==> src/bbct_pkg.sv <==
// ----------------------------------------------------------------------------
// Block buffer cache tags: package
// Request kinds, result actions, sequencer states and defaults.
// ----------------------------------------------------------------------------
package bbct_pkg;

    localparam int DEF_NUM_SLOTS  = 16;
    localparam int DEF_BLOCK_BITS = 24;
    localparam int REQ_W          = 3;
    localparam int ACT_W          = 2;
    localparam int SLOT_OUT_W     = 4;
    localparam int BLK_IN_W       = 24;

    localparam logic [REQ_W-1:0] REQ_READ   = 3'd0;
    localparam logic [REQ_W-1:0] REQ_DWRITE = 3'd1;
    localparam logic [REQ_W-1:0] REQ_WTHRU  = 3'd2;
    localparam logic [REQ_W-1:0] REQ_FLUSH  = 3'd3;
    localparam logic [REQ_W-1:0] REQ_PROBE  = 3'd4;

    localparam logic [ACT_W-1:0] ACT_GRANT = 2'd0;
    localparam logic [ACT_W-1:0] ACT_WRITE = 2'd1;
    localparam logic [ACT_W-1:0] ACT_FILL  = 2'd2;
    localparam logic [ACT_W-1:0] ACT_DONE  = 2'd3;

    typedef enum logic [3:0] {
        ST_IDLE,
        ST_LK_RD,
        ST_LK_CMP,
        ST_PROBE,
        ST_VIC_EMIT,
        ST_RETAG,
        ST_GRANT,
        ST_FILL,
        ST_WTHRU,
        ST_FL_CHK,
        ST_FL_EMIT,
        ST_FL_DONE
    } state_t;

    typedef struct packed {
        logic rd;
        logic wr;
    } ram_cmd_t;

endpackage

==> src/bbct_tag_ram.sv <==
// ----------------------------------------------------------------------------
// Block buffer cache tags: tag memory
// One tag per slot, one access per cycle, registered read data.
// ----------------------------------------------------------------------------
module bbct_tag_ram #(
    parameter int NUM_SLOTS  = bbct_pkg::DEF_NUM_SLOTS,
    parameter int BLOCK_BITS = bbct_pkg::DEF_BLOCK_BITS
) (
    input  logic                         clk,
    input  bbct_pkg::ram_cmd_t           cmd,
    input  logic [$clog2(NUM_SLOTS)-1:0] addr,
    input  logic [BLOCK_BITS-1:0]        wdata,
    output logic [BLOCK_BITS-1:0]        rdata
);
    import bbct_pkg::*;

    logic [BLOCK_BITS-1:0] mem [NUM_SLOTS];
    logic [BLOCK_BITS-1:0] rdata_reg;

    always_ff @(posedge clk)
    begin
        if (cmd.wr)
        begin
            mem[addr] <= wdata;
        end
        if (cmd.rd)
        begin
            rdata_reg <= mem[addr];
        end
    end

    assign rdata = rdata_reg;

endmodule

==> src/block_buffer_cache_tags_core.sv <==
// ----------------------------------------------------------------------------
// Block buffer cache tags: top level
// Tag lookup, victim choice and flush sequencing for a disk block cache.
// ----------------------------------------------------------------------------
// Channel  Dir  tvalid/tready  tdata                      tuser           tlast
// s_axis   in   request        req_block                  req_type        -
// m_axis   out  result         slot, disk_block           action, hit     last
//
// One request at a time: the idle state accepts it; a lookup then walks the queue
// with a tag read and a compare per position, and on a miss other than a probe
// writes back a dirty victim and retags it, then emits its results; a flush checks
// each position, emits each write-back and ends with a completion result.
// Reset (rst_n low, asynchronous) clears all marks and loads the queue.
// A stalled result holds in the output register; the sequencer waits in any state that must emit a result.
// ----------------------------------------------------------------------------
module block_buffer_cache_tags_core #(
    parameter int NUM_SLOTS  = bbct_pkg::DEF_NUM_SLOTS,
    parameter int BLOCK_BITS = bbct_pkg::DEF_BLOCK_BITS
) (
    input  logic        clk,
    input  logic        rst_n,
    input  logic        s_axis_tvalid,
    output logic        s_axis_tready,
    input  logic [23:0] s_axis_tdata,   // [23:0] req_block
    input  logic [2:0]  s_axis_tuser,   // [2:0] req_type
    output logic        m_axis_tvalid,
    input  logic        m_axis_tready,
    output logic [31:0] m_axis_tdata,   // [3:0] slot, [27:4] disk_block, rest 0
    output logic [2:0]  m_axis_tuser,   // [1:0] action, [2] hit
    output logic        m_axis_tlast
);
    import bbct_pkg::*;

    localparam int SW = $clog2(NUM_SLOTS);
    localparam int CW = $clog2(NUM_SLOTS + 1);

    // sequencer state
    state_t                state_reg, state_next;
    logic [REQ_W-1:0]      kind_reg, kind_next;
    logic [BLOCK_BITS-1:0] blk_reg, blk_next;
    logic [SW-1:0]         pos_reg, pos_next;
    logic [CW-1:0]         cnt_reg, cnt_next;
    logic [SW-1:0]         slot_reg, slot_next;
    logic                  hit_reg, hit_next;

    // per-slot marks and replacement queue (head at index 0)
    logic [NUM_SLOTS-1:0]  valid_reg, valid_next;
    logic [NUM_SLOTS-1:0]  done_reg, done_next;
    logic [NUM_SLOTS-1:0]  dly_reg, dly_next;
    logic [SW-1:0]         queue_reg [NUM_SLOTS];
    logic [SW-1:0]         queue_next [NUM_SLOTS];

    // output register
    logic                  out_valid_reg, out_valid_next;
    logic [ACT_W-1:0]      out_act_reg, out_act_next;
    logic [SW-1:0]         out_slot_reg, out_slot_next;
    logic [BLOCK_BITS-1:0] out_blk_reg, out_blk_next;
    logic                  out_hit_reg, out_hit_next;
    logic                  out_last_reg, out_last_next;

    // tag memory port
    ram_cmd_t              ram_cmd;
    logic [SW-1:0]         ram_addr;
    logic [BLOCK_BITS-1:0] ram_rdata;

    logic                  emit_ok;
    logic                  mtt;
    logic [SW-1:0]         mtt_pos;
    logic                  tag_match;

    bbct_tag_ram #(
        .NUM_SLOTS  (NUM_SLOTS),
        .BLOCK_BITS (BLOCK_BITS)
    ) u_tag_ram (
        .clk   (clk),
        .cmd   (ram_cmd),
        .addr  (ram_addr),
        .wdata (blk_reg),
        .rdata (ram_rdata)
    );

    assign emit_ok   = !out_valid_reg || m_axis_tready;
    assign tag_match = valid_reg[slot_reg] && (ram_rdata == blk_reg);

    always_comb
    begin
        state_next     = state_reg;
        kind_next      = kind_reg;
        blk_next       = blk_reg;
        pos_next       = pos_reg;
        cnt_next       = cnt_reg;
        slot_next      = slot_reg;
        hit_next       = hit_reg;
        valid_next     = valid_reg;
        done_next      = done_reg;
        dly_next       = dly_reg;
        out_valid_next = out_valid_reg && !m_axis_tready;
        out_act_next   = out_act_reg;
        out_slot_next  = out_slot_reg;
        out_blk_next   = out_blk_reg;
        out_hit_next   = out_hit_reg;
        out_last_next  = out_last_reg;
        ram_cmd        = '0;
        ram_addr       = slot_reg;
        mtt            = 1'b0;
        mtt_pos        = pos_reg;
        s_axis_tready  = 1'b0;

        case (state_reg)
            ST_IDLE:
            begin
                s_axis_tready = 1'b1;
                if (s_axis_tvalid)
                begin
                    kind_next = s_axis_tuser;
                    blk_next  = BLOCK_BITS'(s_axis_tdata);
                    pos_next  = '0;
                    cnt_next  = '0;
                    if (s_axis_tuser == REQ_FLUSH)
                    begin
                        state_next = ST_FL_CHK;
                    end
                    else if (s_axis_tuser inside {REQ_READ, REQ_DWRITE, REQ_WTHRU,
                                                  REQ_PROBE})
                    begin
                        state_next = ST_LK_RD;
                    end
                end
            end

            ST_LK_RD:
            begin
                // fetch the tag of the slot at this queue position
                ram_cmd.rd = 1'b1;
                ram_addr   = queue_reg[pos_reg];
                slot_next  = queue_reg[pos_reg];
                state_next = ST_LK_CMP;
            end

            ST_LK_CMP:
            begin
                if (tag_match)
                begin
                    hit_next   = 1'b1;
                    state_next = (kind_reg == REQ_PROBE) ? ST_PROBE : ST_GRANT;
                end
                else if (pos_reg != SW'(NUM_SLOTS - 1))
                begin
                    pos_next   = pos_reg + 1'b1;
                    state_next = ST_LK_RD;
                end
                else
                begin
                    hit_next = 1'b0;
                    if (kind_reg == REQ_PROBE)
                    begin
                        slot_next  = '0;
                        state_next = ST_PROBE;
                    end
                    else
                    begin
                        // take the head slot; fetch its old tag if it is dirty
                        slot_next = queue_reg[0];
                        if (dly_reg[queue_reg[0]])
                        begin
                            ram_cmd.rd = 1'b1;
                            ram_addr   = queue_reg[0];
                            state_next = ST_VIC_EMIT;
                        end
                        else
                        begin
                            state_next = ST_RETAG;
                        end
                    end
                end
            end

            ST_PROBE:
            begin
                if (emit_ok)
                begin
                    out_valid_next = 1'b1;
                    out_act_next   = ACT_GRANT;
                    out_slot_next  = slot_reg;
                    out_blk_next   = blk_reg;
                    out_hit_next   = hit_reg;
                    out_last_next  = 1'b1;
                    state_next     = ST_IDLE;
                end
            end

            ST_VIC_EMIT:
            begin
                if (emit_ok)
                begin
                    out_valid_next = 1'b1;
                    out_act_next   = ACT_WRITE;
                    out_slot_next  = slot_reg;
                    out_blk_next   = ram_rdata;
                    out_hit_next   = 1'b0;
                    out_last_next  = 1'b0;
                    state_next     = ST_RETAG;
                end
            end

            ST_RETAG:
            begin
                // retag the victim with clean marks and send it to the tail
                ram_cmd.wr           = 1'b1;
                valid_next[slot_reg] = 1'b1;
                done_next[slot_reg]  = 1'b0;
                dly_next[slot_reg]   = 1'b0;
                mtt                  = 1'b1;
                mtt_pos              = '0;
                state_next           = ST_GRANT;
            end

            ST_GRANT:
            begin
                if (emit_ok)
                begin
                    out_valid_next = 1'b1;
                    out_act_next   = ACT_GRANT;
                    out_slot_next  = slot_reg;
                    out_blk_next   = blk_reg;
                    out_hit_next   = hit_reg;
                    out_last_next  = 1'b0;
                    case (kind_reg)
                        REQ_DWRITE:
                        begin
                            dly_next[slot_reg]  = 1'b1;
                            done_next[slot_reg] = 1'b1;
                            out_last_next       = 1'b1;
                            state_next          = ST_IDLE;
                        end
                        REQ_WTHRU:
                        begin
                            dly_next[slot_reg]  = 1'b0;
                            done_next[slot_reg] = 1'b0;
                            state_next          = ST_WTHRU;
                        end
                        default:
                        begin
                            if (done_reg[slot_reg])
                            begin
                                out_last_next = 1'b1;
                                state_next    = ST_IDLE;
                            end
                            else
                            begin
                                state_next = ST_FILL;
                            end
                        end
                    endcase
                end
            end

            ST_FILL, ST_WTHRU:
            begin
                if (emit_ok)
                begin
                    out_valid_next = 1'b1;
                    out_act_next   = (state_reg == ST_FILL) ? ACT_FILL : ACT_WRITE;
                    out_slot_next  = slot_reg;
                    out_blk_next   = blk_reg;
                    out_hit_next   = 1'b0;
                    out_last_next  = 1'b1;
                    state_next     = ST_IDLE;
                end
            end

            ST_FL_CHK:
            begin
                // pos tracks the next unvisited slot: moved slots leave it in place
                if (cnt_reg == CW'(NUM_SLOTS))
                begin
                    state_next = ST_FL_DONE;
                end
                else
                begin
                    slot_next = queue_reg[pos_reg];
                    if (dly_reg[queue_reg[pos_reg]])
                    begin
                        ram_cmd.rd = 1'b1;
                        ram_addr   = queue_reg[pos_reg];
                        state_next = ST_FL_EMIT;
                    end
                    else
                    begin
                        pos_next = pos_reg + 1'b1;
                        cnt_next = cnt_reg + 1'b1;
                    end
                end
            end

            ST_FL_EMIT:
            begin
                if (emit_ok)
                begin
                    out_valid_next      = 1'b1;
                    out_act_next        = ACT_WRITE;
                    out_slot_next       = slot_reg;
                    out_blk_next        = ram_rdata;
                    out_hit_next        = 1'b0;
                    out_last_next       = 1'b0;
                    dly_next[slot_reg]  = 1'b0;
                    done_next[slot_reg] = 1'b0;
                    mtt                 = 1'b1;
                    mtt_pos             = pos_reg;
                    cnt_next            = cnt_reg + 1'b1;
                    state_next          = ST_FL_CHK;
                end
            end

            ST_FL_DONE:
            begin
                if (emit_ok)
                begin
                    out_valid_next = 1'b1;
                    out_act_next   = ACT_DONE;
                    out_slot_next  = '0;
                    out_blk_next   = '0;
                    out_hit_next   = 1'b0;
                    out_last_next  = 1'b1;
                    state_next     = ST_IDLE;
                end
            end

            default:
            begin
                state_next = ST_IDLE;
            end
        endcase
    end

    // Queue rotation: drop the entry at mtt_pos, close the gap, append it.
    always_comb
    begin
        for (int i = 0; i < NUM_SLOTS; i++)
        begin
            queue_next[i] = queue_reg[i];
            if (mtt && (i >= int'(mtt_pos)) && (i < NUM_SLOTS - 1))
            begin
                queue_next[i] = queue_reg[i + 1];
            end
        end
        if (mtt)
        begin
            queue_next[NUM_SLOTS - 1] = queue_reg[mtt_pos];
        end
    end

    always_ff @(posedge clk or negedge rst_n)
    begin
        if (!rst_n)
        begin
            state_reg     <= ST_IDLE;
            pos_reg       <= '0;
            cnt_reg       <= '0;
            valid_reg     <= '0;
            done_reg      <= '0;
            dly_reg       <= '0;
            out_valid_reg <= 1'b0;
            for (int i = 0; i < NUM_SLOTS; i++)
            begin
                queue_reg[i] <= SW'(NUM_SLOTS - 1 - i);
            end
        end
        else
        begin
            state_reg     <= state_next;
            pos_reg       <= pos_next;
            cnt_reg       <= cnt_next;
            valid_reg     <= valid_next;
            done_reg      <= done_next;
            dly_reg       <= dly_next;
            out_valid_reg <= out_valid_next;
            queue_reg     <= queue_next;
        end
    end

    // payload registers, no reset
    always_ff @(posedge clk)
    begin
        kind_reg     <= kind_next;
        blk_reg      <= blk_next;
        slot_reg     <= slot_next;
        hit_reg      <= hit_next;
        out_act_reg  <= out_act_next;
        out_slot_reg <= out_slot_next;
        out_blk_reg  <= out_blk_next;
        out_hit_reg  <= out_hit_next;
        out_last_reg <= out_last_next;
    end

    assign m_axis_tvalid = out_valid_reg;
    assign m_axis_tdata  = {4'b0000, BLK_IN_W'(out_blk_reg), SLOT_OUT_W'(out_slot_reg)};
    assign m_axis_tuser  = {out_hit_reg, out_act_reg};
    assign m_axis_tlast  = out_last_reg;

endmodule

==> config.mk <==
export PLATFORM = sky130hd
export DESIGN_NAME = block_buffer_cache_tags_core
export DESIGN_NICKNAME = d
export VERILOG_FILES = /design/src/bbct_pkg.sv /design/src/bbct_tag_ram.sv /design/src/block_buffer_cache_tags_core.sv
export SDC_FILE = /design/constraint.sdc
export NUM_CORES = 1
export LEC_CHECK = 0
export BUFFER_PORTS_ARGS = -buffer_cell sky130_fd_sc_hd__buf_4
export CORE_MARGIN = 4
export CORE_UTILIZATION = 30
export CTS_CLUSTER_DIAMETER = 30
export DETAILED_ROUTE_END_ITERATION = 7
export HOLD_SLACK_MARGIN = 0.05
export PLACE_DENSITY_LB_ADDON = 0.08
export SLEW_MARGIN = 20
export SYNTH_ARGS = -nofsm -noshare
export SYNTH_HDL_FRONTEND = slang
export SYNTH_SLANG_ARGS = --single-unit
==> constraint.sdc <==
create_clock -name clk -period 5.9 [get_ports clk]
set_input_delay 0 -clock clk [delete_from_list [all_inputs] [get_ports clk]]
set_output_delay 0 -clock clk [all_outputs]
set_load 0.02 [all_outputs]
==> results.cfg <==
[run_status]
status = finished, final reports clean

[sta]
setup_viol = 0
hold_violations = 0
finClkSkew_ps = 36.5
relSlewSlack = 0.303
finalCriticalPeriod_ps = 5180
timing.final.crit_share = 0.879
grt_setup_unrepaired = no
setup-tns-final_ps = 0
worst_pin_slew_ps = 1040
clock.fmax_mhz = 193
slew_violations = 0

[power]
comb_power_share = 0.408
p_int_mw = 14.2
power.total_mw = 23.8
sw_frac_of_total = 0.403
leakage_nw = 12.9
power_frac_seq = 0.254
peakVddDrop_uv = 503
switching_power_mw = 9.62
p_per_area_nw_per_um2 = 679
clkPwrFrac = 0.338

[placed_design]
dp.cells = 3161
place_area_um2 = 29400
dp_hpwl_um = 57100
numPortBuffers = 64
gp_congestion = 0.847

[detailed_routing]
wl_per_cell_um = 27.0
dr.pass1.iters = 5
drt-total-wl_um = 94200
route.detailed.drc = 0
dr.max_layer_used = met4
wl_met2_um = 42400
wl_met1_um = 43800
wl_met3_um = 6030
avgViaCountPerCell = 5.36
drt-initial-drc-count = 1601
vias = 18700
postRouteAntennaNets = 0

[floorplan]
rows = 109
pin_count = 69
die_h_um = 308
die_w_um = 308
die-area_um2 = 94900
initial_core_util = 0.304
core_um2 = 88800

[worst_hold_path]
hold_depth = 2
hold_class = in -> reg

[cts]
numClockSinks = 598
post-cts-setup-buffers = 0
post_cts_resized = 0
tritoncts = built
root_buffer = clkbuf_16
clk_pin_slew_ps = 40
clk_path_buf_depth = 3
cts_htree_levels = 4
clock_latency_ps = 720
cts_made_buffers = 149

[cells_and_area]
utilization = 0.396
fin_cells = 3494
finalNetCount = 2237
fin_area_um2 = 35100
area_growth_pct = 30.0
largest_reg_flops = 384
drive_above_1_share = 0.273
fillers = 8272

[setup_path]
cp.arrival_ps = 5620
rr_worst_depth = 15
path_class = reg -> reg
cp.required_ps = 6340
end_kind = register
crit_fanout = 26
worst_setup_path_start_kind = register

[synth]
ys_warn_count = 0
syn-cell-area_um2 = 27000
synth_top_area_share = 0.525
netlist_instances = 1994
synth_top_cells_by_area = edfxtp_1, dfrtp_1, mux2_2
synth_seq_cells = 598
synth_cell_types = 89
ys.flop_type = edfxtp_1
ys_seq_area_frac = 0.643
async_flop_share = 0.211
yosysTopAreaCell = edfxtp_1
synth_edf_count = 472
avgSynthCellArea_um2 = 13.5

[global_routing]
antenna_found_initial = 1
grt_max_degree = 97
gr-total-overflow = 0
grt_pass1_wl_um = 137000
grt_pass1_vias = 19000
track_usage = 0.198

[flow_run]
drv_cap = 0
==> layout by cell type (no fill, tap or decap), types with 20 or more instances in the layout <==
cell and instances:
clkbuf_1 32, mux2i_1 75, nor2_1 61, o211ai_1 103
inv_1 111, buf_4 126, nand2_1 120, o2111ai_1 120
nand3_1 90, nand4_1 34, edfxtp_1 472, xnor2_1 25
mux4_2 22, o221ai_1 28, o21ai_0 63, dfstp_2 32
clkinv_2 24, clkinv_1 20, mux2_2 138, dfrtp_1 93
buf_12 24, a21oi_1 38, clkbuf_16 150, dlygate4sd3_1 54
==> routing by layer <==
metal	vias to the layer above	global-route usage
met4	0	0.0593
li1	8271	-
met2	635	0.301
met3	150	0.0480
met1	9672	0.281
met5	-	0
==> logic make-up (layout without fill, tap and decap cells) <==
logic type               after synthesis  in the layout  synth area share
flip-flops                           598            598             0.643
XOR/XNOR                              30             30           0.00973
buffers and inverters                266            597            0.0429
multiplexers                         236            236             0.104
other                                  1              5          0.000139
adder cells (fa/ha/maj)                3              3           0.00139
AO/OA/AOI/OAI                        458            458             0.128
AND/OR/NAND/NOR                      402            402            0.0706
==> synthesized netlist by cell type (all sizes together), types with 10 or more instances <==
master,n
nand4,34
nand2,122
o2111ai,120
a21oi,40
dfstp,32
o221ai,29
and2,11
xnor2,25
dfrtp,94
o21ai,70
nand3,91
buf,54
nor3,13
nand2b,11
mux2i,76
edfxtp,472
o211ai,105
nor2,82
inv,111
mux2,138
mux4,22
clkbuf,99
or2,10
a21o,10
==> what timing repair did <==
action / 4_1_cts / 5_1_grt
endpoints found under the hold margin: 112 / 0
hold buffers: 55 / 0
endpoints found under the setup margin: 0 / 0
==> cell type report <==
class / instances / area, um^2 / area share
clock buffer: 192 / 4010 / 0.114
clock inverter: 84 / 1070 / 0.0304
inverter: 113 / 424 / 0.0121
tap: 1165 / 1460 / 0.0415
timing repair buffer: 208 / 2050 / 0.0583
multi-input combinational: 1133 / 8740 / 0.249
antenna: 1 / 2.50 / 0.0000713
sequential: 598 / 17400 / 0.495
==> worst max-delay path, cell delays in order (launching register included) <==
cell,delay (ps)
dfrtp_1,660
buf_4,310
nand2b_1,160
a32oi_1,480
and2_1,350
nor2_1,70
a2111oi_1,490
o311ai_2,170
and3_1,300
a21boi_2,270
buf_4,500
nor2_4,70
buf_4,260
mux2_2,320
o211ai_1,310
o221ai_1,180
==> final timing paths <==
kind | to | startpoint | slack, ps
max | u_tag_ram.rdata[4] | pos_reg[1] | 720
min | kind_reg[1] | s_axis_tuser[1] | 100
max reg2reg | u_tag_ram.rdata[4] | pos_reg[1] | 720
min reg2reg | valid_reg[11] | valid_reg[11] | 460
max in group asynchronous | state_reg[1] | rst_n | 4540
min in group asynchronous | queue_reg[26] | rst_n | 450
==> power groups by stage <==
stage | clock network (mW) | registers [mW] | logic, mW
final | 8.05 | 6.06 | 9.73
after detailed placement | 0 | 6.12 | 9.73
after floorplan | 0 | 5.98 | 5.77
after CTS | 8.20 | 6.06 | 9.80
after global placement | 0 | 6.12 | 9.63
after global routing | 8.46 | 6.13 | 10.4
==> stage by stage <==
stage	hold WS (ps)	setup slack (ps)
2_1_floorplan	-296	1170
4_1_cts	71.8	773
3_5_place_dp	24.9	771
6_report	101	715
3_3_place_gp	20.2	719
5_1_grt	88.8	547
Power figures use the tool's default switching activity.
